<file path="src/crast_pkg.sv">
`timescale 1ns / 1ps
// ----------------------------------------------------------------------------
// crast_pkg: shared types and constants of the circle raster canvas
// Canvas geometry, field widths, op and status codes, the command that
// travels from the front end to the back end, and the configuration bundle.
// ----------------------------------------------------------------------------
package crast_pkg;

    // canvas geometry; the address is {row, col}, so sizes are powers of two
    localparam int MAX_WIDTH  = 512;
    localparam int MAX_HEIGHT = 512;
    localparam int COL_W      = $clog2(MAX_WIDTH);
    localparam int ROW_W      = $clog2(MAX_HEIGHT);
    localparam int ADDR_W     = COL_W + ROW_W;
    localparam int CELL_COUNT = MAX_WIDTH * MAX_HEIGHT;

    // field widths
    localparam int CFG_SIZE_W = 10;
    localparam int CFG_DATA_W = 10;
    localparam int CFG_IDX_W  = 2;
    localparam int BG_W       = 7;
    localparam int CHAR_W     = 8;
    localparam int COORD_W    = 20;
    localparam int RD_COL_W   = 9;
    localparam int RD_ROW_W   = 9;
    localparam int Q_FRAC     = 8;

    // radius magnitude and its square (positive radius only)
    localparam int RMAG_W = COORD_W - 1;
    localparam int RSQ_W  = 2 * RMAG_W;

    // cell offset from the centre, Q.8, and its square in Q.16
    localparam int POS_W = ((COL_W > ROW_W) ? COL_W : ROW_W) + Q_FRAC;
    localparam int DX_W  = ((POS_W > COORD_W - 1) ? POS_W : COORD_W - 1) + 2;
    localparam int SQ_W  = 2 * DX_W;

    // command queue
    localparam int Q_DEPTH = 2;
    localparam int Q_PTR_W = (Q_DEPTH > 1) ? $clog2(Q_DEPTH) : 1;
    localparam int Q_CNT_W = $clog2(Q_DEPTH + 1);

    // op codes
    localparam logic [1:0] OP_CLEAR = 2'd0;
    localparam logic [1:0] OP_DRAW  = 2'd1;
    localparam logic [1:0] OP_READ  = 2'd2;

    // status codes
    localparam logic [1:0] STS_OK     = 2'd0;
    localparam logic [1:0] STS_RADIUS = 2'd1;
    localparam logic [1:0] STS_CHAR   = 2'd2;
    localparam logic [1:0] STS_RANGE  = 2'd3;

    // register indexes
    localparam logic [CFG_IDX_W-1:0] REG_WIDTH  = 2'd0;
    localparam logic [CFG_IDX_W-1:0] REG_HEIGHT = 2'd1;
    localparam logic [CFG_IDX_W-1:0] REG_BG     = 2'd2;

    // printable range and register reset values
    localparam logic [CHAR_W-1:0]     PRINT_LO  = 8'd32;
    localparam logic [CHAR_W-1:0]     PRINT_HI  = 8'd126;
    localparam logic [BG_W-1:0]       BG_LO     = 7'd32;
    localparam logic [BG_W-1:0]       BG_HI     = 7'd126;
    localparam logic [CFG_SIZE_W-1:0] SIZE_RST  = 10'd1;

    typedef enum logic [1:0] {
        CMD_CLEAR  = 2'd0,
        CMD_DRAW   = 2'd1,
        CMD_READ   = 2'd2,
        CMD_REPORT = 2'd3
    } cmd_kind_t;

    typedef struct packed {
        logic [CFG_SIZE_W-1:0] width;
        logic [CFG_SIZE_W-1:0] height;
        logic [BG_W-1:0]       bg;
    } cfg_t;

    typedef struct packed {
        cmd_kind_t                   kind;
        logic [1:0]                  status;
        logic                        use_inner;
        logic [CHAR_W-1:0]           paint_char;
        logic signed [COORD_W-1:0]   cx;
        logic signed [COORD_W-1:0]   cy;
        logic [RSQ_W-1:0]            outer;
        logic [RSQ_W-1:0]            inner;
        logic [COL_W-1:0]            col;
        logic [ROW_W-1:0]            row;
    } cmd_t;

endpackage

</file>
<file path="src/crast_front.sv">
`timescale 1ns / 1ps
// ----------------------------------------------------------------------------
// crast_front: input stage and classifier
// Holds one input transaction, checks it, squares the radii and hands a
// ready-to-run command to the queue.
// ----------------------------------------------------------------------------
module crast_front (
    input  logic                               clk,
    input  logic                               rst_n,
    input  logic                               in_valid,
    output logic                               in_stall,
    input  logic [1:0]                         op,
    input  logic signed [crast_pkg::COORD_W-1:0] center_x,
    input  logic signed [crast_pkg::COORD_W-1:0] center_y,
    input  logic signed [crast_pkg::COORD_W-1:0] radius,
    input  logic                               filled,
    input  logic [crast_pkg::CHAR_W-1:0]       paint_char,
    input  logic [crast_pkg::RD_COL_W-1:0]     cell_col,
    input  logic [crast_pkg::RD_ROW_W-1:0]     cell_row,
    input  crast_pkg::cfg_t                    cfg,
    input  logic                               q_full,
    output logic                               q_push,
    output crast_pkg::cmd_t                    q_wdata
);

    logic                                   hold_valid_reg;
    logic                                   hold_valid_next;
    logic [1:0]                             op_reg;
    logic signed [crast_pkg::COORD_W-1:0]   cx_reg;
    logic signed [crast_pkg::COORD_W-1:0]   cy_reg;
    logic signed [crast_pkg::COORD_W-1:0]   radius_reg;
    logic                                   filled_reg;
    logic [crast_pkg::CHAR_W-1:0]           paint_reg;
    logic [crast_pkg::RD_COL_W-1:0]         col_reg;
    logic [crast_pkg::RD_ROW_W-1:0]         row_reg;

    logic                                   accept;
    logic signed [crast_pkg::COORD_W-1:0]   inner_r;
    logic [crast_pkg::RMAG_W-1:0]           r_mag;
    logic [crast_pkg::RMAG_W-1:0]           ir_mag;
    logic                                   has_inner;
    logic                                   printable;

    assign q_push   = hold_valid_reg && !q_full;
    assign in_stall = hold_valid_reg && q_full;
    assign accept   = in_valid && !in_stall;

    always_comb
    begin
        hold_valid_next = hold_valid_reg;
        if (accept)
        begin
            hold_valid_next = 1'b1;
        end
        else if (q_push)
        begin
            hold_valid_next = 1'b0;
        end
    end

    always_ff @(posedge clk or negedge rst_n)
    begin
        if (!rst_n)
        begin
            hold_valid_reg <= 1'b0;
        end
        else
        begin
            hold_valid_reg <= hold_valid_next;
        end
    end

    always_ff @(posedge clk)
    begin
        if (accept)
        begin
            op_reg     <= op;
            cx_reg     <= center_x;
            cy_reg     <= center_y;
            radius_reg <= radius;
            filled_reg <= filled;
            paint_reg  <= paint_char;
            col_reg    <= cell_col;
            row_reg    <= cell_row;
        end
    end

    // squares are taken as magnitudes; only used when the radius is positive
    assign inner_r   = radius_reg - crast_pkg::COORD_W'(1 << crast_pkg::Q_FRAC);
    assign has_inner = inner_r > $signed(crast_pkg::COORD_W'(0));
    assign r_mag     = radius_reg[crast_pkg::RMAG_W-1:0];
    assign ir_mag    = inner_r[crast_pkg::RMAG_W-1:0];
    assign printable = (paint_reg >= crast_pkg::PRINT_LO) && (paint_reg <= crast_pkg::PRINT_HI);

    always_comb
    begin
        q_wdata.kind       = crast_pkg::CMD_REPORT;
        q_wdata.status     = crast_pkg::STS_OK;
        q_wdata.use_inner  = !filled_reg && has_inner;
        q_wdata.paint_char = paint_reg;
        q_wdata.cx         = cx_reg;
        q_wdata.cy         = cy_reg;
        q_wdata.outer      = crast_pkg::RSQ_W'(r_mag) * crast_pkg::RSQ_W'(r_mag);
        q_wdata.inner      = crast_pkg::RSQ_W'(ir_mag) * crast_pkg::RSQ_W'(ir_mag);
        q_wdata.col        = crast_pkg::COL_W'(col_reg);
        q_wdata.row        = crast_pkg::ROW_W'(row_reg);

        priority if (op_reg == crast_pkg::OP_CLEAR)
        begin
            q_wdata.kind = crast_pkg::CMD_CLEAR;
        end
        else if (op_reg == crast_pkg::OP_DRAW)
        begin
            priority if (radius_reg <= $signed(crast_pkg::COORD_W'(0)))
            begin
                q_wdata.status = crast_pkg::STS_RADIUS;
            end
            else if (!printable)
            begin
                q_wdata.status = crast_pkg::STS_CHAR;
            end
            else
            begin
                q_wdata.kind = crast_pkg::CMD_DRAW;
            end
        end
        else if (op_reg == crast_pkg::OP_READ)
        begin
            if ((crast_pkg::CFG_SIZE_W'(col_reg) >= cfg.width) ||
                (crast_pkg::CFG_SIZE_W'(row_reg) >= cfg.height))
            begin
                q_wdata.status = crast_pkg::STS_RANGE;
            end
            else
            begin
                q_wdata.kind = crast_pkg::CMD_READ;
            end
        end
        else
        begin
            q_wdata.kind = crast_pkg::CMD_REPORT;
        end
    end

endmodule

</file>
<file path="config.mk">
export PLATFORM = sky130hd
export DESIGN_NAME = crast_front
export DESIGN_NICKNAME = d
export VERILOG_FILES = /design/src/crast_pkg.sv /design/src/crast_front.sv
export SDC_FILE = /design/constraint.sdc
export NUM_CORES = 1
export LEC_CHECK = 0
export BUFFER_PORTS_ARGS = -buffer_cell sky130_fd_sc_hd__buf_2
export CAP_MARGIN = 20
export CORE_MARGIN = 2
export CORE_UTILIZATION = 56
export CTS_CLUSTER_SIZE = 40
export DETAILED_ROUTE_END_ITERATION = 8
export PLACE_DENSITY = 0.8
export RECOVER_POWER = 50
export REMOVE_ABC_BUFFERS = 1
export SLEW_MARGIN = 40
export SYNTH_ARGS = -nofsm -noshare
export SYNTH_HDL_FRONTEND = slang
export SYNTH_SLANG_ARGS = --single-unit
</file>
<file path="constraint.sdc">
create_clock -name clk -period 7.05 [get_ports clk]
set_input_delay 0.3525 -clock clk [delete_from_list [all_inputs] [get_ports clk]]
set_output_delay 0.3525 -clock clk [all_outputs]
set_load 0.01 [all_outputs]
</file>
Word level (Yosys, flattened, before mapping):

Cells that the tools add are included.

* register bits after elaboration: 90
* word-level logic and storage cells: 44

* $add $sub $neg: 1
* $mul: 2
* $lt $le $gt $ge: 6
* equality and inequality tests: 2
* mux-type cells: 13
* reduce and logical (&&, ||, !) cells: 11

Operators with widths (number)
* 19-bit by 19-bit multiplier with 38-bit output: 2
* 9-bit by 10-bit >= comparator with 1-bit output: 2
* 20-bit by 1-bit greater-than comparator with 1-bit output, second input constant: 1
* 20-bit by 1-bit <= comparator with 1-bit output, second input constant: 1
* 20-bit by 10-bit subtractor with 20-bit output, second input constant: 1
* 2-bit 2-to-1 mux: 8
* 8-bit by 6-bit >= comparator with 1-bit output, second input constant: 1
* 8-bit by 7-bit <= comparator with 1-bit output, second input constant: 1
* 1-bit logical AND: 5
* 1-bit 2-to-1 mux: 4
* 4-bit 2-to-1 mux: 1
* 1-bit logical NOT: 3
* 2-bit by 1-bit equality test with 1-bit output, second input constant: 1
* 2-bit equality test, second input constant: 1
* 2-bit logical NOT: 1
* 2-bit nonzero test: 1
* 1-bit logical OR: 1

Logic depth before layout (Yosys ltp):

* depth after elaboration: 6
* mapped depth: 31

Worst setup path after synthesis:

OpenSTA, ideal clock, no wires.

* path kind: register to output
* from: reg radius_reg[8] in the netlist's numbering
* to: out q_wdata[52] in the netlist's numbering
* data arrival time: 7.530 ns
* required time: 6.698 ns
* setup slack: -0.832 ns
* stages on the path, launching flop included: 31
* path through: edfxtp_1 clkinv_1 buf_1 ha_1 inv_1 nor3_2 xor2_1 inv_1 clkbuf_1 nor2_1 inv_1 fa_1 inv_1 fa_1 inv_1 fa_1 inv_1 fa_1 fa_1 inv_1 fa_1 inv_1 ha_1 clkbuf_1 nand2_1 a2111oi_4 o211ai_2 nand2_2 a31oi_4 o41ai_2 xor2_1

RTL lines
* start, declared: line crast_front.sv:31 `logic signed [crast_pkg::COORD_W-1:0] radius_reg;`
* start signal, assigned: line crast_front.sv:80 `radius_reg <= radius;`
* end, declared: line crast_front.sv:23 `output crast_pkg::cmd_t q_wdata`

==> run metrics <==
Synth Cell Area 0.0232 sq mm; top cell type's share of synthesized area 41.4%; die height 207 um; RD Place Congestion 0.917; nets 3731; GR peak layer met2; Layout fillers 2940; Clock Sinks 90; GR Util All Layers 29.5%; top cells by count, synth 683 x inv_1, 479 x fa_1, 244 x ha_1; IO Count 269; max_slew headroom 56.0%; worst-path fanout max 5; cell mode on critical path fa_1; final hold slack 0.166 ns; H-tree depth 3; Die W 207 um; DRT iter0 DRCs 1248; share of layout cells above drive strength 1 24.4%; die area 0.0430 sq mm; pin count of the biggest net entering global routing 73; initial antenna violation count 6; sequential share of the synthesized area 11.7%; Via Count 18500; CTS tree built; Crit. End Element primary output; status finished with violations; worst clock skew 0.00722 ns; total CTS buffers 9; root buffer selected by CTS clkbuf_16; DPL Wire Length 51100 um; #FFs+latches synth 90; worst path bufs/invs 10; ys async rst share 1.11%; distinct cell type count after synthesis 77; met3 usage 5.67%; pre-CTS WS -0.516 ns; Critical Path RT 6.70 ns; Pre-Repair DR Iteration Count 5; Initial Utilization 56.7%; met2 usage 55.4%; Core Region 0.0408 sq mm; crit path kind register to primary output; failing checks negative setup slack; critical path's largest stage delay 0.59 ns; hold crit path type primary input to register; RSZ-0062 raised after global routing yes; Pins Over Slew Limit 0; Post-synth EDFFs 89; number of global-route vias before repair 20900; WL/cell 18.5 um; YS warnings 0; post-synthesis cell count 2429; area delta synth->final 22.7%; number of I/O port buffers 259; Final WS setup -0.710 ns; total congestion overflow 0; cell with the most instances after synthesis inv_1; Final Hold Viols 0; arrival time worst endpoint 7.41 ns; Max-Cap Viols 0; drt total wl 63400 um; Bufs on Longest Clock Path 2; post-detailed-route count of antenna-violating nets 0; first-pass GRT wire length 101000 um; startpoint types register; fmax 129 MHz; CTS clk-pin slew, worst paths 0.07 ns; ranking of synthesized cells by area fa_1 41%, ha_1 13%, edfxtp_1 12%; DRC violations left 0; Core Rows 74; Finish-stage setup viols 22; Worst-Skew Late Latency 0.36 ns; GR Layer Usage met1 32.1%; Slowest cell on crit path fa_1; fin crit period 7.76 ns; family with the most delay on the worst path adder cells; post-synth top area cell fa_1; vias per cell 5.39; Top FF cell, synth edfxtp_1; Mean Syn Cell Area 9.53 sq um; final period utilization 110%; Worst-Margin Slew 0.659 ns
-- area by class of cell --
type	count	area [sq um]	share of cell area [%]
clock inverters	7	52.6	0.185
flip-flops and latches	90	2700	9.50
diodes	2	5.00	0.0176
well taps	532	666	2.34
repair buffers	534	3610	12.7
inverters	692	2620	9.22
multi-input cells	1561	18500	65.2
clock buffers	9	225	0.793
-- worst register-to-register path: cells and delay by family, from the launching register on --
| kind | cells | cell delay [ns] |
|---|---|---|
| buffers and inverters | 1 | 0.58 |
| flip-flops | 1 | 0.40 |
| AND/OR/NAND/NOR | 2 | 0.68 |
-- stage by stage --
stage | instance area [sq um] | cells | utilization, % | setup TNS [ns]
floorplan | 22800 | 2343 | - | -15.82
global route | 28400 | 3427 | 69.6 | -14.55
finish | 28400 | 3427 | 69.6 | -9.18
global placement | 26300 | 3339 | 64.5 | -2.15
detailed placement | 26300 | 3339 | 64.5 | -4.42
CTS | 27400 | 3388 | 67.2 | -4.98
-- cells in the final DEF (no fill, tap or decap), types with 10 or more instances in the layout --
cell type  instances
nand2_4           10
xor2_1            31
nor2_1           114
nand4_1           16
edfxtp_1          89
buf_6             46
a21oi_1           56
xnor2_2           11
and2_1            58
xnor2_1           46
nor2b_1           14
buf_2            193
inv_1            658
a21oi_2           16
nand2_1          160
o21ai_0           23
nor3_1            14
fa_2              17
inv_2             24
buf_4            215
nand2_2           13
a21o_1            41
clkbuf_1          66
nand2b_1          18
fa_1             462
nor2_2            18
ha_4              23
buf_12            12
o21ai_1           13
ha_1             219
nand3_1           15
-- final timing paths --
check | start | end | slack (ns) | cells after the start
setup / recovery | radius_reg[9] | q_wdata[55] | -0.71 | 30
hold / removal | center_x[12] | cx_reg[12] | 0.17 | 1
setup reg to reg | hold_valid_reg | radius_reg[8] | 4.95 | 3
hold reg to reg | hold_valid_reg | hold_valid_reg | 0.84 | 2
max in group asynchronous | rst_n | hold_valid_reg | 6.68 | 2
min in group asynchronous | rst_n | hold_valid_reg | 0.29 | 2
-- routing by layer --
layer | part of all wire (%) | vias to the layer above
li1 | - | 8217
met1 | 34 | 9206
met2 | 54 | 820
met3 | 7.5 | 234
met4 | 4.7 | 4
met5 | 0.028 | -
-- repair_timing --
action	4_1_cts	5_1_grt
hold buffers	1	0
buffers inserted	33	38
endpoints found under the hold margin	1	0
pin swaps	77	105
gates resized for setup	134	179
setup endpoints to repair	29	35
-- cell families (layout without fill, tap and decap cells) --
group	count (synthesis)	after routing	synth area share [%]
other cells	1	4	0.0162
fa+ha+maj	723	723	54.6
buf+inv	779	1242	12.9
mux	3	3	0.135
simple gates	502	502	10.1
flops	90	90	11.7
compound gates	238	238	7.06
xor+xnor	93	93	3.52
Power is not shown: default switching activity piles up to over one toggle a cycle in this logic, so the estimate is an artifact.
