--- src/crast_pkg.sv ---
`timescale 1ns / 1ps
// ----------------------------------------------------------------------------
// crast_pkg: shared types and constants of the circle raster canvas
// Canvas geometry, field widths, op and status codes, the command that
// travels from the front end to the back end, and the configuration bundle.
// ----------------------------------------------------------------------------
package crast_pkg;

    // canvas geometry; the address is {row, col}, so sizes are powers of two
    localparam int MAX_WIDTH  = 512;
    localparam int MAX_HEIGHT = 512;
    localparam int COL_W      = $clog2(MAX_WIDTH);
    localparam int ROW_W      = $clog2(MAX_HEIGHT);
    localparam int ADDR_W     = COL_W + ROW_W;
    localparam int CELL_COUNT = MAX_WIDTH * MAX_HEIGHT;

    // field widths
    localparam int CFG_SIZE_W = 10;
    localparam int CFG_DATA_W = 10;
    localparam int CFG_IDX_W  = 2;
    localparam int BG_W       = 7;
    localparam int CHAR_W     = 8;
    localparam int COORD_W    = 20;
    localparam int RD_COL_W   = 9;
    localparam int RD_ROW_W   = 9;
    localparam int Q_FRAC     = 8;

    // radius magnitude and its square (positive radius only)
    localparam int RMAG_W = COORD_W - 1;
    localparam int RSQ_W  = 2 * RMAG_W;

    // cell offset from the centre, Q.8, and its square in Q.16
    localparam int POS_W = ((COL_W > ROW_W) ? COL_W : ROW_W) + Q_FRAC;
    localparam int DX_W  = ((POS_W > COORD_W - 1) ? POS_W : COORD_W - 1) + 2;
    localparam int SQ_W  = 2 * DX_W;

    // command queue
    localparam int Q_DEPTH = 2;
    localparam int Q_PTR_W = (Q_DEPTH > 1) ? $clog2(Q_DEPTH) : 1;
    localparam int Q_CNT_W = $clog2(Q_DEPTH + 1);

    // op codes
    localparam logic [1:0] OP_CLEAR = 2'd0;
    localparam logic [1:0] OP_DRAW  = 2'd1;
    localparam logic [1:0] OP_READ  = 2'd2;

    // status codes
    localparam logic [1:0] STS_OK     = 2'd0;
    localparam logic [1:0] STS_RADIUS = 2'd1;
    localparam logic [1:0] STS_CHAR   = 2'd2;
    localparam logic [1:0] STS_RANGE  = 2'd3;

    // register indexes
    localparam logic [CFG_IDX_W-1:0] REG_WIDTH  = 2'd0;
    localparam logic [CFG_IDX_W-1:0] REG_HEIGHT = 2'd1;
    localparam logic [CFG_IDX_W-1:0] REG_BG     = 2'd2;

    // printable range and register reset values
    localparam logic [CHAR_W-1:0]     PRINT_LO  = 8'd32;
    localparam logic [CHAR_W-1:0]     PRINT_HI  = 8'd126;
    localparam logic [BG_W-1:0]       BG_LO     = 7'd32;
    localparam logic [BG_W-1:0]       BG_HI     = 7'd126;
    localparam logic [CFG_SIZE_W-1:0] SIZE_RST  = 10'd1;

    typedef enum logic [1:0] {
        CMD_CLEAR  = 2'd0,
        CMD_DRAW   = 2'd1,
        CMD_READ   = 2'd2,
        CMD_REPORT = 2'd3
    } cmd_kind_t;

    typedef struct packed {
        logic [CFG_SIZE_W-1:0] width;
        logic [CFG_SIZE_W-1:0] height;
        logic [BG_W-1:0]       bg;
    } cfg_t;

    typedef struct packed {
        cmd_kind_t                   kind;
        logic [1:0]                  status;
        logic                        use_inner;
        logic [CHAR_W-1:0]           paint_char;
        logic signed [COORD_W-1:0]   cx;
        logic signed [COORD_W-1:0]   cy;
        logic [RSQ_W-1:0]            outer;
        logic [RSQ_W-1:0]            inner;
        logic [COL_W-1:0]            col;
        logic [ROW_W-1:0]            row;
    } cmd_t;

endpackage

--- src/crast_queue.sv ---
`timescale 1ns / 1ps
// ----------------------------------------------------------------------------
// crast_queue: command queue
// Small register FIFO between the classifier and the sweep engine.
// ----------------------------------------------------------------------------
module crast_queue (
    input  logic            clk,
    input  logic            rst_n,
    input  logic            push,
    input  crast_pkg::cmd_t wdata,
    input  logic            pop,
    output crast_pkg::cmd_t rdata,
    output logic            full,
    output logic            not_empty
);

    crast_pkg::cmd_t                  slots [crast_pkg::Q_DEPTH];
    logic [crast_pkg::Q_PTR_W-1:0]    wr_ptr_reg;
    logic [crast_pkg::Q_PTR_W-1:0]    wr_ptr_next;
    logic [crast_pkg::Q_PTR_W-1:0]    rd_ptr_reg;
    logic [crast_pkg::Q_PTR_W-1:0]    rd_ptr_next;
    logic [crast_pkg::Q_CNT_W-1:0]    count_reg;
    logic [crast_pkg::Q_CNT_W-1:0]    count_next;
    logic                             do_push;
    logic                             do_pop;

    localparam logic [crast_pkg::Q_PTR_W-1:0] PTR_LAST = crast_pkg::Q_PTR_W'(crast_pkg::Q_DEPTH - 1);

    assign full      = count_reg == crast_pkg::Q_CNT_W'(crast_pkg::Q_DEPTH);
    assign not_empty = count_reg != '0;
    assign do_push   = push && !full;
    assign do_pop    = pop && not_empty;
    assign rdata     = slots[rd_ptr_reg];

    always_comb
    begin
        wr_ptr_next = wr_ptr_reg;
        rd_ptr_next = rd_ptr_reg;
        count_next  = count_reg;
        if (do_push)
        begin
            wr_ptr_next = (wr_ptr_reg == PTR_LAST) ? '0 : wr_ptr_reg + 1'b1;
        end
        if (do_pop)
        begin
            rd_ptr_next = (rd_ptr_reg == PTR_LAST) ? '0 : rd_ptr_reg + 1'b1;
        end
        if (do_push && !do_pop)
        begin
            count_next = count_reg + 1'b1;
        end
        else if (do_pop && !do_push)
        begin
            count_next = count_reg - 1'b1;
        end
    end

    always_ff @(posedge clk or negedge rst_n)
    begin
        if (!rst_n)
        begin
            wr_ptr_reg <= '0;
            rd_ptr_reg <= '0;
            count_reg  <= '0;
        end
        else
        begin
            wr_ptr_reg <= wr_ptr_next;
            rd_ptr_reg <= rd_ptr_next;
            count_reg  <= count_next;
        end
    end

    always_ff @(posedge clk)
    begin
        if (do_push)
        begin
            slots[wr_ptr_reg] <= wdata;
        end
    end

endmodule

--- config.mk ---
export PLATFORM = sky130hd
export DESIGN_NAME = crast_queue
export DESIGN_NICKNAME = d
export VERILOG_FILES = /design/src/crast_pkg.sv /design/src/crast_queue.sv
export SDC_FILE = /design/constraint.sdc
export NUM_CORES = 1
export LEC_CHECK = 0
export ABC_AREA = 1
export BUFFER_PORTS_ARGS = -buffer_cell sky130_fd_sc_hd__buf_4
export CORE_UTILIZATION = 56
export CTS_CLUSTER_SIZE = 8
export DETAILED_ROUTE_END_ITERATION = 10
export PLACE_DENSITY = 0.92
export REMOVE_ABC_BUFFERS = 1
export SETUP_SLACK_MARGIN = 0.05
export SLEW_MARGIN = 30
export SYNTH_ARGS = -nofsm -noshare
export SYNTH_HDL_FRONTEND = slang
export SYNTH_SLANG_ARGS = --single-unit
--- constraint.sdc ---
create_clock -name clk -period 18.9 [get_ports clk]
set_input_delay 0.945 -clock clk [delete_from_list [all_inputs] [get_ports clk]]
set_output_delay 0.945 -clock clk [all_outputs]
set_load 0.03 [all_outputs]
Word-level counts from Yosys, hierarchy flattened
Memory sizes are Yosys's and may differ from the RTL's.
Cells that the tools add are included.
Widths: inputs -> output; s select.
Cells by class
  add/sub/neg operators: 4
  eq/ne operators: 1
  muxes and demuxes: 6
  reduce and logical (&&, ||, !) cells: 9
Operator list (count)
  $logic_and 1x1->1: 4
  $mux 1: 4
  $mux 2: 2
  $reduce_bool 2->1: 2
  $logic_not 1->1: 3
  $add 1x1->1 const B: 2
  $add 2x1->2 const B: 1
  $eq 2x2->1 const B: 1
  $sub 2x1->2 const B: 1
Word-level totals
  flip-flop bits (word level): 4
  memory bits (writable): 294
  input bits: 151
  output and inout bits: 149
  logic and storage cells: 24
  memories kept: 1
Memory list
  slots: words 2, width 147, read ports 1, clocked after Yosys merged registers in 0, write ports 1, line crast_queue.sv:17  | crast_pkg::cmd_t slots [crast_pkg::Q_DEPTH];

Depth between registers and ports, before layout
Gate-level depths: netlist of run 1.
  depth after elaboration: 7
  depth in mapped cells: 9
  mapped depth without buffers: 9

Least setup slack after synthesis of run 1
Ideal clock, no wire load.
  path type: input -> register
  start point: input push
  end point: memory slots[1][0] (netlist bit), enable pin
  arrival time: 7152 ps
  slack: 11092 ps
  stages on the path: 2
  path buffers: 0
  cell sequence: o21ai_0 -> nor2_1
Between the ends
  cells in the longest elaborated chain, start to end: 3
Ends and longest elaborated chain
  start, declared: line crast_queue.sv:9  | input logic push,
  $logic_and 1x1->1: line crast_queue.sv:31  | assign do_push = push && !full;
  $mux 1: line crast_queue.sv:76  | if (do_push)
  $mux 1 (not written as such): line crast_queue.sv:78  | slots[wr_ptr_reg] <= wdata;
  end, declared: line crast_queue.sv:17
No other way between the ends.

==> results.sh, run 1 <==
export IMPL_postCtsHoldBufs=0
export IMPL_crit_chain="inv_4 > buf_4 > nand2_1 > nand2_1 > buf_4"
export IMPL_leakage_nw=6.21
export IMPL_power_density_nw_per_um2=182
export IMPL_synth_top_area_frac=0.804
export IMPL_clkSinkCount=298
export IMPL_tightest_slew_ps=898
export IMPL_vias=7075
export IMPL_placed_cell_area_um2=13300
export IMPL_clk_transition_reported_paths_ps=50
export IMPL_rsz0062_at_grt="false"
export IMPL_antenna_found_initial=0
export IMPL_max_stage_delay_ps=760
export IMPL_core_area_um2=19000
export IMPL_largest_reg_flops=294
export IMPL_hold_path_class="in2async"
export IMPL_synthTopCellsByArea="edfxtp_1 80%, nand2_1 15%, buf_6 1.4%"
export IMPL_cts_buffers=43
export IMPL_finalMaxSlewViolations=0
export IMPL_final_common_cell="nand2_1"
export IMPL_ys_types=15
export IMPL_layout_common_cells="452 x nand2_1, 302 x buf_4, 294 x edfxtp_1"
export IMPL_drc=0
export IMPL_worstSkewPairLatency_ps=510
export IMPL_cts_root_buf="clkbuf_16"
export IMPL_ys_warn_count=0
export IMPL_r2r_start="count_reg[1]"
export IMPL_post_route_period_util=0.221
export IMPL_end_kind="primary output"
export IMPL_port_buffers=299
export IMPL_cp_max_fo=86
export IMPL_post_route_min_period_ps=4180
export IMPL_die_y_um=142
export IMPL_antennaDiodeCount=0
export IMPL_tns_ps=0
export IMPL_h_tree_depth=2
export IMPL_antenna_left=0
export IMPL_start_util=0.579
export IMPL_dp_final_hpwl_um=15200
export IMPL_finalSetupViolations=0
export IMPL_worstPathArrival_ps=3230
export IMPL_grt_max_degree=87
export IMPL_critPathSlowestCell="inv_4"
export IMPL_drtIter0Drc=335
export IMPL_required_ps=17950
export IMPL_dr_pass1_iters=5
export IMPL_die_w_um=142
export IMPL_fin_area_um2=14500
export IMPL_synthCells=800
export IMPL_ioPinCount=300
export IMPL_seq_area_frac_synth=0.813
export IMPL_post_cts_resized=0
export IMPL_postCtsSetupRepairBufs=0
export IMPL_crit_type="reg2out"
export IMPL_synth_largest_area_cell="edfxtp_1"
export IMPL_grt_pass1_wl_um=36500
export IMPL_slew_headroom=0.401
export IMPL_irDropWorstVdd_uv=135
export IMPL_grt_pass1_vias=7293
export IMPL_ys_ff_latch=298
export IMPL_wirelength_um=24600
export IMPL_dieArea_um2=20200
export IMPL_syn_area_per_cell_um2=13.7
export IMPL_clock_path_buffers=3
export IMPL_fin_worst_skew_ps=8.76
export IMPL_synth_area_um2=11000
export IMPL_hold_violations=0
export IMPL_track_usage=0.242
export IMPL_cts_tree="done"
export IMPL_wl_per_cell_um=17.8
export IMPL_syn_to_final_growth_pct=32.0
export IMPL_grt_overflow=0
export IMPL_critPathLaunchType="register"
export IMPL_row_count=50
export IMPL_vias_per_cell=5.11
export IMPL_layout_drive_gt1_share=0.315
export IMPL_worstReg2RegEnd="slots[1][127]"
export IMPL_max_freq_mhz=239
export IMPL_whs_ps=224
export IMPL_r2r_setup_slack_ps=15910
export IMPL_status="complete, no violations"
export IMPL_maxCapViolCount=0
export IMPL_reg2reg_depth=5
export IMPL_final_nets=1268
export IMPL_gp_congestion=0.811
## worst max-delay path by stage
stage / start / endpoint / depth (start not counted)
4_1_cts: rd_ptr_reg / rdata[125] / 5
2_1_floorplan: push / slots[1][0] / 2
6_report: rd_ptr_reg / rdata[50] / 5
3_5_place_dp: rd_ptr_reg / rdata[125] / 5
3_3_place_gp: push / slots[1][107] / 5
5_1_grt: rd_ptr_reg / rdata[125] / 5
## report_power, final
part | switching, mW | total (mW) | leakage, nW | internal (mW)
logic | 0.704 | 1.01 | 2.86 | 0.306
clock network | 0.247 | 0.666 | 0.567 | 0.419
registers | 0.0571 | 0.961 | 2.78 | 0.904
## area by class of cell
class	count	area [um2]
clock buffer	52	1150
clock inverter	1	8.76
fill	1070	4450
inverter	8	37.5
multi-input combinational	461	1760
sequential	298	8930
tap	260	325
timing repair buffer	304	2290
## worst max-delay path: cells and delay by family (launching register included)
kind                   cells  cell delay, ps
buffers and inverters      3            1590
flip-flops                 1             740
AND/OR/NAND/NOR            2             250
## routing by layer
metal  vias up  global-route usage  routed length (um)
li1       3313                   -                   -
met1      3382               0.264                8640
met2       309               0.427               12900
met3        71              0.0771                2050
met4         0               0.116                1020
met5         -                   0                   0
## through the flow
step / util / power, mW / std cells / worst slack (ps)
after global placement: 0.703 / 1.95 / 1331 / 15180
final: 0.765 / 2.64 / 1384 / 14720
after global routing: 0.765 / 2.75 / 1384 / 14460
after CTS: 0.765 / 2.66 / 1384 / 14710
after floorplan: - / 1.61 / 767 / 11090
after detailed placement: 0.704 / 1.98 / 1331 / 15270
## cell usage after synthesis
cell,number
o21ai_0,1
xnor2_1,1
nand2_1,452
buf_4,4
nor2_1,3
inv_1,7
dfrtp_1,4
edfxtp_1,294
ha_1,1
inv_4,1
nand3_1,2
buf_2,14
buf_8,1
buf_6,14
nand4_1,1
## logic make-up (layout without fill, tap and decap cells)
logic type,count (synthesis),after routing,share of synthesized area
AND/OR/NAND/NOR,458,458,0.157
flip-flops,298,298,0.813
buffers and inverters,41,365,0.0278
adder cells (fa/ha/maj),1,1,0.00114
AO/OA/AOI/OAI,1,1,0.000455
XOR/XNOR,1,1,0.000798
No activity file was read; power rests on OpenSTA's default activity.
==> run 2, diff against run 1 <==
--- a/config.mk
+++ b/config.mk
@@ -7,10 +7,10 @@
 export LEC_CHECK = 0
 export ABC_AREA = 1
 export BUFFER_PORTS_ARGS = -buffer_cell sky130_fd_sc_hd__buf_4
-export CORE_UTILIZATION = 56
+export CORE_UTILIZATION = 52
 export CTS_CLUSTER_SIZE = 8
 export DETAILED_ROUTE_END_ITERATION = 10
-export PLACE_DENSITY = 0.92
+export PLACE_DENSITY = 0.86
 export REMOVE_ABC_BUFFERS = 1
 export SETUP_SLACK_MARGIN = 0.05
 export SLEW_MARGIN = 30
==> constraint.sdc (replaced) <==
create_clock -name clk -period 3.9 [get_ports clk]
set_input_delay 0.195 -clock clk [delete_from_list [all_inputs] [get_ports clk]]
set_output_delay 0.195 -clock clk [all_outputs]
set_load 0.03 [all_outputs]
==> run 2 against run 1 <==
Against the previous run:
- worst setup slack worse by 13000 ps
- sequential share of layout area down 6.0 points
- combinational power rose to 5.2 times the previous value
- critical endpoint is now rdata[89]
- total power rose to 5.0 times the previous value
- utilization up 1.9 points
- clock skew up 8.3 ps
- critical path depth unchanged
- routed wire length up 17%
- clock-buffer cell count up 1
==> results.sh, run 2 (same netlist as run 1, synthesis figures left out) <==
export IMPL_worstSkewPairLatency_ps=510
export IMPL_hold_path_class="in2async"
export IMPL_end_kind="primary output"
export IMPL_fin_area_um2=16100
export IMPL_clk_transition_reported_paths_ps=50
export IMPL_antenna_found_initial=4
export IMPL_postCtsSetupRepairBufs=0
export IMPL_largest_reg_flops=294
export IMPL_n_fill_cell=1049
export IMPL_vias=7854
export IMPL_drc=0
export IMPL_hold_violations=0
export IMPL_start_util=0.536
export IMPL_multiInputGateArea_um2=1760
export IMPL_vias_per_cell=5.07
export IMPL_cts_buffers=43
export IMPL_max_freq_mhz=423
export IMPL_required_ps=3700
export IMPL_final_common_cell="nand2_1"
export IMPL_finalSetupViolations=0
export IMPL_row_count=52
export IMPL_clock_path_buffers=3
export IMPL_finalMaxSlewViolations=0
export IMPL_power_density_nw_per_um2=815
export IMPL_track_usage=0.262
export IMPL_grt_pass1_vias=8173
export IMPL_die_y_um=147
export IMPL_dieArea_um2=21700
export IMPL_crit_chain="inv_4 > buf_12 > nand2_1 > nand2_1 > buf_4"
export IMPL_critPathTopFamily="buffers and inverters"
export IMPL_critPathSlowestCell="dfrtp_4"
export IMPL_p_seq_frac=0.350
export IMPL_die_w_um=147
export IMPL_cp_max_fo=78
export IMPL_worstPathArrival_ps=2170
export IMPL_h_tree_depth=2
export IMPL_fin_util=0.784
export IMPL_grt_pass1_wl_um=42600
export IMPL_slew_headroom=0.438
export IMPL_drtIter0Drc=427
export IMPL_final_nets=1418
export IMPL_clkPwrFrac=0.249
export IMPL_critPathLaunchType="register"
export IMPL_post_route_min_period_ps=2360
export IMPL_leakage_nw=6.85
export IMPL_sw_frac_of_total=0.386
export IMPL_wl_per_cell_um=18.6
export IMPL_post_route_period_util=0.606
export IMPL_layout_common_cells="452 x nand2_1, 301 x buf_4, 294 x edfxtp_1"
export IMPL_cts_tree="done"
export IMPL_p_int_mw=8.04
export IMPL_rsz0062_at_grt="false"
export IMPL_dr_pass1_iters=5
export IMPL_core_area_um2=20500
export IMPL_ioPinCount=300
export IMPL_wirelength_um=28900
export IMPL_max_stage_delay_ps=500
export IMPL_pwr_share_comb=0.401
export IMPL_maxCapViolCount=0
export IMPL_switching_power_mw=5.06
export IMPL_grt_overflow=0
export IMPL_cts_root_buf="clkbuf_16"
export IMPL_grt_max_degree=149
export IMPL_post_cts_resized=0
export IMPL_syn_to_final_growth_pct=46.3
export IMPL_irDropWorstVdd_uv=770
export IMPL_tns_ps=0
export IMPL_cpMostUsedCell="nand2_1"
export IMPL_clkSinkCount=298
export IMPL_dp_final_hpwl_um=14100
export IMPL_antenna_left=0
export IMPL_crit_type="reg2out"
export IMPL_cp_num_buf_inv=3
export IMPL_status="complete, no violations"
export IMPL_placed_cell_area_um2=13400
export IMPL_layout_area_seq_um2=8930
export IMPL_port_buffers=299
export IMPL_gp_congestion=0.732
export IMPL_layout_drive_gt1_share=0.278
export IMPL_tightest_slew_ps=842
export IMPL_fin_worst_skew_ps=17.1
run 2: cell types whose count changed in the layout (fill, tap and decap cells not counted):
| cell | change |
|---|---|
| clkinvlp_4 | +1 |
| clkbuf_1 | +1 |
| dlygate4sd3_1 | +149 |
| buf_4 | -1 |
| buf_12 | +4 |
| clkinv_4 | -1 |
| diode_2 | +4 |
| buf_6 | -2 |
run 2: path summary, 6_finish.rpt:
path	start	end	slack, ps	cells past startpoint
max	rd_ptr_reg	rdata[89]	1540	5
max in group asynchronous	rst_n	rd_ptr_reg	3740	2
min reg2reg	count_reg[1]	count_reg[1]	480	2
min	rst_n	wr_ptr_reg	50	2
max reg2reg	count_reg[1]	slots[0][65]	1710	6
min in group clk	push	wr_ptr_reg	140	4
run 2: layout make-up:
| class | count | area share |
|---|---|---|
| Sequential cell | 298 | 0.556 |
| Multi-Input combinational cell | 461 | 0.109 |
| Clock buffer | 53 | 0.0719 |
| Clock inverter | 1 | 0.000467 |
| Tap cell | 270 | 0.0210 |
| Inverter | 8 | 0.00234 |
| Antenna cell | 4 | 0.000623 |
| Timing Repair Buffer | 454 | 0.238 |
run 2: power groups by stage:
stage	Clock, mW	Combinational, mW	Sequential (mW)
5_1_grt	3.43	5.55	4.63
3_5_place_dp	0	5.04	4.60
3_3_place_gp	0	4.97	4.57
4_1_cts	3.26	5.19	4.55
2_1_floorplan	0	2.96	4.83
6_report	3.27	5.25	4.59
run 2: through the flow:
step                      setup WS (ps)  power (mW)  instances  hold WS, ps
after CTS                          1540        13.0       1545         7.63
after global routing               1450        13.6       1548         37.5
after floorplan                   -3420        7.79        767         -101
after detailed placement           1760        9.64       1342        -5.51
after global placement             1820        9.53       1342        -5.85
final                              1540        13.1       1549         46.4
run 2: worst register-to-register path: cells and delay by family, from the launching register on:
family                 cells  cell delay, ps
buffers and inverters      3            1050
AND/OR/NAND/NOR            3             400
flip-flops                 1             370
run 2: per-layer routing:
layer / vias up / global-route usage / part of all wire
met2: 403 / 0.488 / 0.55
met1: 3740 / 0.281 / 0.34
met5: - / 0 / 0
met3: 81 / 0.0565 / 0.067
met4: 0 / 0.121 / 0.039
li1: 3630 / - / -
run 2: repair_timing:
action                                  in CTS  in global routing
endpoints found under the setup margin       0                  0
hold buffers                               149                  0
endpoints found under the hold margin      299                  0
